### src/design/ipdwd_pkg.sv
// Shared types, register indexes and constants for the IR pulse distance/width decoder.
// No dependencies; imported by every module of the block.
package ipdwd_pkg;

   // Frame and timing constants
   localparam int unsigned MAX_BITS         = 32;
   localparam int unsigned TOLERANCE_PCT    = 25;
   localparam int unsigned REPEAT_GAP_TICKS = 800;

   // Entry positions within one capture
   localparam logic [7:0] FIRST_BIT_INDEX = 8'd3;
   localparam logic [7:0] LENGTH_EXTRA    = 8'd4;
   localparam logic [7:0] INDEX_MAX       = 8'd255;

   // Field widths
   localparam int unsigned DUR_W   = 16;
   localparam int unsigned TICK_W  = 10;
   localparam int unsigned FBITS_W = 6;
   localparam int unsigned WORD_W  = 32;
   localparam int unsigned WIN_W   = 11;
   localparam int unsigned CSR_IDX_W = 3;

   // Divide by 100 as multiply by a scaled reciprocal, then shift
   localparam int unsigned RECIP_SHIFT = 26;
   localparam int unsigned K_W         = 28;
   localparam int unsigned PROD_W      = TICK_W + K_W;
   localparam logic [K_W-1:0] RECIP =
      K_W'((64'd1 << RECIP_SHIFT) / 64'd100 + 64'd1);
   localparam logic [K_W-1:0] K_LO = K_W'(64'(RECIP) * 64'(100 - TOLERANCE_PCT));
   localparam logic [K_W-1:0] K_HI = K_W'(64'(RECIP) * 64'(100 + TOLERANCE_PCT));

   // Register indexes
   localparam logic [CSR_IDX_W-1:0] CSR_HEADER_MARK  = 3'd0;
   localparam logic [CSR_IDX_W-1:0] CSR_HEADER_SPACE = 3'd1;
   localparam logic [CSR_IDX_W-1:0] CSR_ONE_MARK     = 3'd2;
   localparam logic [CSR_IDX_W-1:0] CSR_ONE_SPACE    = 3'd3;
   localparam logic [CSR_IDX_W-1:0] CSR_ZERO_MARK    = 3'd4;
   localparam logic [CSR_IDX_W-1:0] CSR_ZERO_SPACE   = 3'd5;
   localparam logic [CSR_IDX_W-1:0] CSR_FRAME_BITS   = 3'd6;
   localparam logic [CSR_IDX_W-1:0] CSR_MSB_FIRST    = 3'd7;

   typedef struct packed {
      logic [WIN_W-1:0] lo;
      logic [WIN_W-1:0] hi;
   } window_type;

   typedef struct packed {
      window_type           header_mark;
      window_type           header_space;
      window_type           one_mark;
      window_type           one_space;
      window_type           zero_mark;
      window_type           zero_space;
      logic [FBITS_W-1:0]   frame_bits;
      logic                 msb_first;
   } cfg_type;

   typedef struct packed {
      logic                decoded;
      logic [WORD_W-1:0]   data_word;
      logic                repeat_res;
   } result_type;

   // Acceptance window: floor(e*(100-T)/100) .. floor(e*(100+T)/100) + 1
   function automatic window_type calc_window(input logic [TICK_W-1:0] e);
      logic [PROD_W-1:0] p_lo;
      logic [PROD_W-1:0] p_hi;
      window_type        w;
      p_lo = PROD_W'(e) * PROD_W'(K_LO);
      p_hi = PROD_W'(e) * PROD_W'(K_HI);
      w.lo = p_lo[RECIP_SHIFT +: WIN_W];
      w.hi = p_hi[RECIP_SHIFT +: WIN_W] + WIN_W'(1);
      return w;
   endfunction

   function automatic logic in_window(input logic [DUR_W-1:0] d, input window_type w);
      return (d >= DUR_W'(w.lo)) && (d <= DUR_W'(w.hi));
   endfunction

endpackage

### src/design/ipdwd_csr.sv
// Configuration registers and registered tolerance windows.
// Depends on ipdwd_pkg.
module ipdwd_csr
   import ipdwd_pkg::*;
(
   input  logic                 clock,
   input  logic                 reset,
   input  logic                 csr_write_en,
   input  logic [CSR_IDX_W-1:0] csr_index,
   input  logic [TICK_W-1:0]    csr_data,
   output cfg_type              cfg
);

   logic [TICK_W-1:0]  header_mark_ff,  header_mark_in;
   logic [TICK_W-1:0]  header_space_ff, header_space_in;
   logic [TICK_W-1:0]  one_mark_ff,     one_mark_in;
   logic [TICK_W-1:0]  one_space_ff,    one_space_in;
   logic [TICK_W-1:0]  zero_mark_ff,    zero_mark_in;
   logic [TICK_W-1:0]  zero_space_ff,   zero_space_in;
   logic [FBITS_W-1:0] frame_bits_ff,   frame_bits_in;
   logic               msb_first_ff,    msb_first_in;
   cfg_type            cfg_ff,          cfg_in;

   always_comb begin
      header_mark_in  = header_mark_ff;
      header_space_in = header_space_ff;
      one_mark_in     = one_mark_ff;
      one_space_in    = one_space_ff;
      zero_mark_in    = zero_mark_ff;
      zero_space_in   = zero_space_ff;
      frame_bits_in   = frame_bits_ff;
      msb_first_in    = msb_first_ff;
      if (csr_write_en) begin
         case (csr_index)
            CSR_HEADER_MARK:  header_mark_in  = csr_data;
            CSR_HEADER_SPACE: header_space_in = csr_data;
            CSR_ONE_MARK:     one_mark_in     = csr_data;
            CSR_ONE_SPACE:    one_space_in    = csr_data;
            CSR_ZERO_MARK:    zero_mark_in    = csr_data;
            CSR_ZERO_SPACE:   zero_space_in   = csr_data;
            CSR_FRAME_BITS:   frame_bits_in   = csr_data[FBITS_W-1:0];
            CSR_MSB_FIRST:    msb_first_in    = csr_data[0];
            default: ;
         endcase
      end
   end

   // Windows are registered, so they follow the raw values in the next cycle
   always_comb begin
      cfg_in.header_mark  = calc_window(header_mark_ff);
      cfg_in.header_space = calc_window(header_space_ff);
      cfg_in.one_mark     = calc_window(one_mark_ff);
      cfg_in.one_space    = calc_window(one_space_ff);
      cfg_in.zero_mark    = calc_window(zero_mark_ff);
      cfg_in.zero_space   = calc_window(zero_space_ff);
      cfg_in.frame_bits   = frame_bits_ff;
      cfg_in.msb_first    = msb_first_ff;
   end

   always_ff @(posedge clock) begin
      if (reset) begin
         header_mark_ff  <= TICK_W'(51);
         header_space_ff <= TICK_W'(66);
         one_mark_ff     <= TICK_W'(25);
         one_space_ff    <= TICK_W'(8);
         zero_mark_ff    <= TICK_W'(9);
         zero_space_ff   <= TICK_W'(25);
         frame_bits_ff   <= FBITS_W'(16);
         msb_first_ff    <= 1'b0;
      end else begin
         header_mark_ff  <= header_mark_in;
         header_space_ff <= header_space_in;
         one_mark_ff     <= one_mark_in;
         one_space_ff    <= one_space_in;
         zero_mark_ff    <= zero_mark_in;
         zero_space_ff   <= zero_space_in;
         frame_bits_ff   <= frame_bits_in;
         msb_first_ff    <= msb_first_in;
      end
   end

   always_ff @(posedge clock) begin
      cfg_ff <= cfg_in;
   end

   assign cfg = cfg_ff;

endmodule

### src/design/ipdwd_core.sv
// Capture state, duration matching, bit assembly and the result register.
// Depends on ipdwd_pkg.
module ipdwd_core
   import ipdwd_pkg::*;
(
   input  logic             clock,
   input  logic             reset,
   input  cfg_type          cfg,
   input  logic             step_en,
   input  logic [DUR_W-1:0] duration,
   input  logic             last_entry,
   input  logic             rsp_ready,
   output logic             rsp_valid,
   output result_type       result
);

   logic [7:0]        entry_index_ff, entry_index_in;
   logic [WORD_W-1:0] shift_data_ff,  shift_data_in;
   logic              bit_is_one_ff,  bit_is_one_in;
   logic              mismatch_ff,    mismatch_in;
   logic              short_gap_ff,   short_gap_in;
   logic              rsp_valid_ff,   rsp_valid_in;
   result_type        result_ff,      result_in;

   logic [7:0] bit_end;
   logic [7:0] last_index;
   logic [7:0] bit_offset;
   logic [6:0] bit_pos;
   logic       space_ok;
   logic       frame_ok;
   // upd_* is the capture state after this transaction, before any clear
   logic [WORD_W-1:0] upd_shift;
   logic              upd_bit_one;
   logic              upd_mismatch;
   logic              upd_short_gap;

   assign bit_end    = FIRST_BIT_INDEX + {1'b0, cfg.frame_bits, 1'b0};
   assign last_index = {1'b0, cfg.frame_bits, 1'b0} + LENGTH_EXTRA - 8'd1;
   assign bit_offset = entry_index_ff - FIRST_BIT_INDEX;
   assign bit_pos    = bit_offset[7:1];
   assign space_ok   = bit_is_one_ff ? in_window(duration, cfg.one_space)
                                     : in_window(duration, cfg.zero_space);

   always_comb begin
      upd_shift     = shift_data_ff;
      upd_bit_one   = bit_is_one_ff;
      upd_mismatch  = mismatch_ff;
      upd_short_gap = short_gap_ff;
      if (entry_index_ff == 8'd0) begin
         upd_short_gap = (duration < DUR_W'(REPEAT_GAP_TICKS));
      end else if (entry_index_ff == 8'd1) begin
         if (!in_window(duration, cfg.header_mark)) upd_mismatch = 1'b1;
      end else if (entry_index_ff == 8'd2) begin
         if (!in_window(duration, cfg.header_space)) upd_mismatch = 1'b1;
      end else if (entry_index_ff < bit_end) begin
         if (entry_index_ff[0]) begin
            // mark: one window takes priority when windows overlap
            if (in_window(duration, cfg.one_mark)) begin
               upd_bit_one = 1'b1;
            end else if (in_window(duration, cfg.zero_mark)) begin
               upd_bit_one = 1'b0;
            end else begin
               upd_mismatch = 1'b1;
            end
         end else begin
            if (!space_ok) begin
               upd_mismatch = 1'b1;
            end else if (cfg.msb_first) begin
               upd_shift = {shift_data_ff[WORD_W-2:0], bit_is_one_ff};
            end else if (bit_is_one_ff && (bit_pos < 7'(WORD_W))) begin
               upd_shift[bit_pos[4:0]] = 1'b1;
            end
         end
      end
   end

   assign frame_ok = !upd_mismatch
                  && (7'(cfg.frame_bits) <= 7'(MAX_BITS))
                  && (entry_index_ff == last_index);

   always_comb begin
      entry_index_in = entry_index_ff;
      shift_data_in  = shift_data_ff;
      bit_is_one_in  = bit_is_one_ff;
      mismatch_in    = mismatch_ff;
      short_gap_in   = short_gap_ff;
      if (step_en) begin
         if (last_entry) begin
            entry_index_in = 8'd0;
            shift_data_in  = '0;
            bit_is_one_in  = 1'b0;
            mismatch_in    = 1'b0;
            short_gap_in   = 1'b0;
         end else begin
            entry_index_in = (entry_index_ff == INDEX_MAX) ? INDEX_MAX
                                                           : entry_index_ff + 8'd1;
            shift_data_in  = upd_shift;
            bit_is_one_in  = upd_bit_one;
            mismatch_in    = upd_mismatch;
            short_gap_in   = upd_short_gap;
         end
      end
   end

   always_comb begin
      rsp_valid_in = rsp_valid_ff && !rsp_ready;
      result_in    = result_ff;
      if (step_en && last_entry) begin
         rsp_valid_in         = 1'b1;
         result_in.decoded    = frame_ok;
         result_in.data_word  = frame_ok ? upd_shift : '0;
         result_in.repeat_res = frame_ok && upd_short_gap;
      end
   end

   always_ff @(posedge clock) begin
      if (reset) begin
         entry_index_ff <= 8'd0;
         shift_data_ff  <= '0;
         bit_is_one_ff  <= 1'b0;
         mismatch_ff    <= 1'b0;
         short_gap_ff   <= 1'b0;
         rsp_valid_ff   <= 1'b0;
      end else begin
         entry_index_ff <= entry_index_in;
         shift_data_ff  <= shift_data_in;
         bit_is_one_ff  <= bit_is_one_in;
         mismatch_ff    <= mismatch_in;
         short_gap_ff   <= short_gap_in;
         rsp_valid_ff   <= rsp_valid_in;
      end
   end

   always_ff @(posedge clock) begin
      result_ff <= result_in;
   end

   assign rsp_valid = rsp_valid_ff;
   assign result    = result_ff;

endmodule

### src/design/ir_pulse_distance_width_decoder.sv
// Top level of the IR pulse distance/width frame decoder: input register and handshake.
// Depends on ipdwd_pkg, ipdwd_csr and ipdwd_core.
//
// Usage:
//  - req_ channel: one captured duration per transaction (leading gap, header mark,
//    header space, mark/space per bit, stop mark); req_last_entry closes a capture.
//  - rsp_ channel: exactly one result transaction per capture, produced by the
//    transaction that carries req_last_entry; all other transactions give none.
//  - csr_ port: plain write port, one register per csr_index; write only while idle.
//    A write applies to transactions accepted from the following edge on; the
//    delay of the window register is hidden by the input register.
//  - Result path: the closing transaction moves from the input register to the result
//    register, held back while an older result waits; rsp_valid is high until taken.
//  - Throughput: one transaction per cycle unless a closing one is held. Matching and
//    bit assembly are a single compare stage between the input and result registers.
//  - Stall: while a result waits on rsp_ready, non-closing transactions keep flowing;
//    a second closing transaction holds in the input register, and req_ready
//    drops only once that register is also occupied.
//  - Reset: clears the capture state, both valid flags and loads register defaults.
module ir_pulse_distance_width_decoder
   import ipdwd_pkg::*;
(
   input  logic                 clock,
   input  logic                 reset,
   input  logic                 req_valid,
   output logic                 req_ready,
   input  logic [DUR_W-1:0]     req_duration,
   input  logic                 req_last_entry,
   output logic                 rsp_valid,
   input  logic                 rsp_ready,
   output logic                 rsp_decoded,
   output logic [WORD_W-1:0]    rsp_data_word,
   output logic [7:0]           rsp_address_byte,
   output logic [7:0]           rsp_command_byte,
   output logic                 rsp_repeat_res,
   input  logic                 csr_write_en,
   input  logic [CSR_IDX_W-1:0] csr_index,
   input  logic [TICK_W-1:0]    csr_data
);

   logic             in_valid_ff, in_valid_in;
   logic [DUR_W-1:0] in_duration_ff, in_duration_in;
   logic             in_last_ff, in_last_in;
   logic             advance;
   cfg_type          cfg;
   result_type       result;

   ipdwd_csr u_csr (
      .clock        (clock),
      .reset        (reset),
      .csr_write_en (csr_write_en),
      .csr_index    (csr_index),
      .csr_data     (csr_data),
      .cfg          (cfg)
   );

   // The held transaction moves on unless it would produce a result
   // while the result register is full and not being drained.
   assign advance   = in_valid_ff && (!in_last_ff || !rsp_valid || rsp_ready);
   assign req_ready = !in_valid_ff || advance;

   always_comb begin
      in_valid_in    = in_valid_ff && !advance;
      in_duration_in = in_duration_ff;
      in_last_in     = in_last_ff;
      if (req_valid && req_ready) begin
         in_valid_in    = 1'b1;
         in_duration_in = req_duration;
         in_last_in     = req_last_entry;
      end
   end

   always_ff @(posedge clock) begin
      if (reset) begin
         in_valid_ff <= 1'b0;
      end else begin
         in_valid_ff <= in_valid_in;
      end
   end

   always_ff @(posedge clock) begin
      in_duration_ff <= in_duration_in;
      in_last_ff     <= in_last_in;
   end

   ipdwd_core u_core (
      .clock      (clock),
      .reset      (reset),
      .cfg        (cfg),
      .step_en    (advance),
      .duration   (in_duration_ff),
      .last_entry (in_last_ff),
      .rsp_ready  (rsp_ready),
      .rsp_valid  (rsp_valid),
      .result     (result)
   );

   assign rsp_decoded      = result.decoded;
   assign rsp_data_word    = result.data_word;
   assign rsp_address_byte = result.data_word[7:0];
   assign rsp_command_byte = result.data_word[15:8];
   assign rsp_repeat_res   = result.repeat_res;

endmodule

### config.mk
export PLATFORM = sky130hd
export DESIGN_NAME = ir_pulse_distance_width_decoder
export DESIGN_NICKNAME = d
export VERILOG_FILES = /design/src/design/ipdwd_pkg.sv /design/src/design/ipdwd_csr.sv /design/src/design/ipdwd_core.sv /design/src/design/ir_pulse_distance_width_decoder.sv
export SDC_FILE = /design/constraint.sdc
export NUM_CORES = 1
export LEC_CHECK = 0
export BUFFER_PORTS_ARGS = -buffer_cell sky130_fd_sc_hd__buf_2
export CORE_MARGIN = 2
export CORE_UTILIZATION = 55
export CTS_BUF_LIST = sky130_fd_sc_hd__clkbuf_4
export DETAILED_ROUTE_END_ITERATION = 7
export GPL_ROUTABILITY_DRIVEN = 0
export GPL_TIMING_DRIVEN = 0
export HOLD_SLACK_MARGIN = 0.05
export PLACE_DENSITY_LB_ADDON = 0.2
export SYNTH_ARGS = -nofsm -noshare
export SYNTH_HDL_FRONTEND = slang
export SYNTH_SLANG_ARGS = --single-unit
### constraint.sdc
create_clock -name clock -period 6.6 [get_ports clock]
set_input_delay 1.32 -clock clock [delete_from_list [all_inputs] [get_ports clock]]
set_output_delay 1.32 -clock clock [all_outputs]
set_load 0.005 [all_outputs]
==> impl_metrics.tcl <==
set metrics [dict create \
    cts_tree "yes" \
    cellLeakagePower_nw 11.5 \
    finalCritPeriodShare_pct 70.2 \
    drt_iter0_drc 897 \
    worstPathRequired_ns 7.08 \
    async_flop_share_pct 0 \
    ant_nets 0 \
    vias_per_cell 5.64 \
    holdBufCountCts 0 \
    antenna_found_initial 3 \
    insertion_delay_ns 0.77 \
    rows 72 \
    status "finished clean" \
    die_area_um2 41200 \
    clock.fmax_mhz 216 \
    post-cts-setup-buffer-count 0 \
    cts_resized 0 \
    maxCapViolations 0 \
    area_delta_synth_final_pct 9.86 \
    die_w_um 203 \
    endpoint_kind "flip-flop" \
    hold_path_class "reg2reg" \
    rsz0062_at_grt "no" \
    die_y_um 203 \
    yosys_register_bits 296 \
    slew_headroom_pct 13.6 \
    numCtsBuffers 81 \
    initial_core_util_pct 56.0 \
    setup-violations-final 0 \
    arrival_ns 5.11 \
    clk_path_buf_depth 3 \
    via_count 17334 \
    clock_skew_ns 0.0439 \
    drv_slew 0 \
    wirelength_mm 52.0 \
    place_inst 2921 \
    syn_area_um2 21800 \
    grt_use_total_pct 25.6 \
    post_drt_wl_per_cell_um 16.9 \
    final_cell_mix "ha_1 (492), dfxtp_1 (245), inv_1 (240)" \
    cp_max_fo 12 \
    firstDrtPassIters 5 \
    first_global_vias 17084 \
    cts.sinks 296 \
    root_buffer "clkbuf_4" \
    netlist_instances 2323 \
    synth_warnings 0 \
    core_um2 38900 \
    pin_count 87 \
    port_buffers 80 \
    tightest_slew_ns 1.29 \
    fin_cells 3071 \
    synth_sequential_area_ratio_pct 29.5 \
    synth.top_cells.by_area "ha_1 (28%), dfxtp_1 (23%), edfxtp_1 (7.0%)" \
    drive_above_1_share_pct 11.2 \
    overflow 0 \
    tns_ns 0 \
    synth.largest_area_cell "ha_1" \
    synth_cell_types 66 \
    yosys_most_used_dff "dfxtp_1" \
    critical_path.startpoint_type "flip-flop" \
    power_density_nw_per_um2 183 \
    synth_top_cell_area_share_pct 28.3 \
    p_total_w 0.00437 \
    grt_start_max_net_pins 37 \
    final_hold_viol_count 0 \
    clk_pin_slew_ns 0.07 \
    h-tree-depth 3 \
    syn_area_per_cell_um2 9.38 \
    synth_edf_count 51 \
    hpwl_mm 38.4 \
    final_common_cell "ha_1" \
    grt_pass1_wl_mm 84.1 \
    period_needed_ns 4.63 \
    critPathKind "reg2reg" \
    layout.nets 3031 \
    synthesis.nets 2868 \
    drc 0 \
    ir_drop_mv 0.153 \
]
==> metal layers <==
metal  GRT usage [%]  wire length (µm)  up-vias
met5               0                 0        -
met4            11.1              2110        0
met3            4.74              2920      138
met2            44.4             24400      452
met1            31.1             22600     8060
li1                -                 -     8684
==> logic make-up (layout without fill, tap and decap cells) <==
kind of cell               after synthesis  in the layout  share of synthesized area, %
AOI/OAI and AO/OA                      475            475                          15.1
xor gates and xnor gates               156            156                          6.33
adders and majority gates              510            510                          29.9
buffers and inverters                  345            571                          6.33
DFF                                    296            296                          29.5
muxes                                    8              8                         0.368
other                                    0              4                             0
and+or+nand+nor                        533            533                          12.4
==> worst max-delay path, cell delays in order (launching register included) <==
cell	delay [ns]
edfxtp_1	0.36
inv_1	0.76
ha_1	0.37
nand2b_1	0.14
nand3_1	0.07
a21boi_0	0.09
a2111oi_0	0.46
o21ai_0	0.38
a21oi_1	0.98
clkbuf_1	0.56
a211oi_2	0.16
==> synth_stat cells, types with 14 or more instances <==
| master | number |
|---|---|
| nor3_1 | 24 |
| a31o_2 | 26 |
| dfxtp_1 | 245 |
| o21bai_1 | 23 |
| o21ai_0 | 56 |
| and3_1 | 21 |
| inv_1 | 240 |
| nor2b_1 | 22 |
| edfxtp_1 | 51 |
| fa_1 | 18 |
| a211oi_2 | 21 |
| a211oi_1 | 29 |
| nand3_1 | 55 |
| clkbuf_1 | 81 |
| a41o_1 | 14 |
| xor2_1 | 52 |
| a21o_1 | 16 |
| a31oi_1 | 58 |
| ha_1 | 492 |
| buf_4 | 16 |
| xnor2_1 | 103 |
| nand3b_1 | 18 |
| a21oi_1 | 126 |
| nand4_1 | 23 |
| nand2_1 | 223 |
| o31ai_1 | 35 |
| nor2_1 | 62 |
| and4b_1 | 31 |
==> stage by stage <==
stage          hold WS (ns)  cell area [µm²]  utilization (%)  worst slack, ns
5_1_grt               0.358            23900             61.5             1.74
3_5_place_dp          0.340            22900             58.7             2.08
4_1_cts               0.356            23900             61.5             2.05
3_3_place_gp          0.337            22800             58.7             2.04
2_1_floorplan         0.331            21800                -             3.36
6_report              0.356            23900             61.5             1.97
==> path summary, 6_finish.rpt <==
path	startpoint	endpoint	slack (ns)	cells past startpoint
max	in_duration_ff[0]$_DFFE_PP_	u_core.result[31]$_SDFFCE_PN0P_	1.97	10
min	u_csr.frame_bits_ff[2]$_SDFFE_PP0P_	u_csr.cfg[3]$_DFF_P_	0.36	0
max reg2reg	in_duration_ff[0]$_DFFE_PP_	u_core.result[31]$_SDFFCE_PN0P_	1.97	10
min reg2reg	u_csr.frame_bits_ff[2]$_SDFFE_PP0P_	u_csr.cfg[3]$_DFF_P_	0.36	0
==> flip-flops by register name (all words and copies together), names as in the netlist, 10 cells and up <==
signal	cells
u_csr.header_space_ff	10
in_duration_ff	16
u_csr.one_space_ff	10
u_csr.zero_mark_ff	10
u_csr.cfg	133
u_csr.header_mark_ff	10
u_core.result	34
u_core.shift_data_ff	32
u_csr.one_mark_ff	10
u_csr.zero_space_ff	10
==> area by class of cell <==
class,instances,area [µm²]
multi-input cells,1682,14000
flip-flops and latches,296,6440
diodes,4,10.0
repair buffers,80,400
clock inverters,29,195
well taps,518,648
inverters,240,901
plain buffers,105,478
clock buffers,117,878
fillers,3375,15000
==> power by group <==
part	total, W	switching (W)	internal, W
combinational	0.000641	0.000373	0.000267
clock	0.00173	0.000793	0.000934
sequential	0.00200	0.0000722	0.00193
No activity file was read; power rests on OpenSTA's default activity.
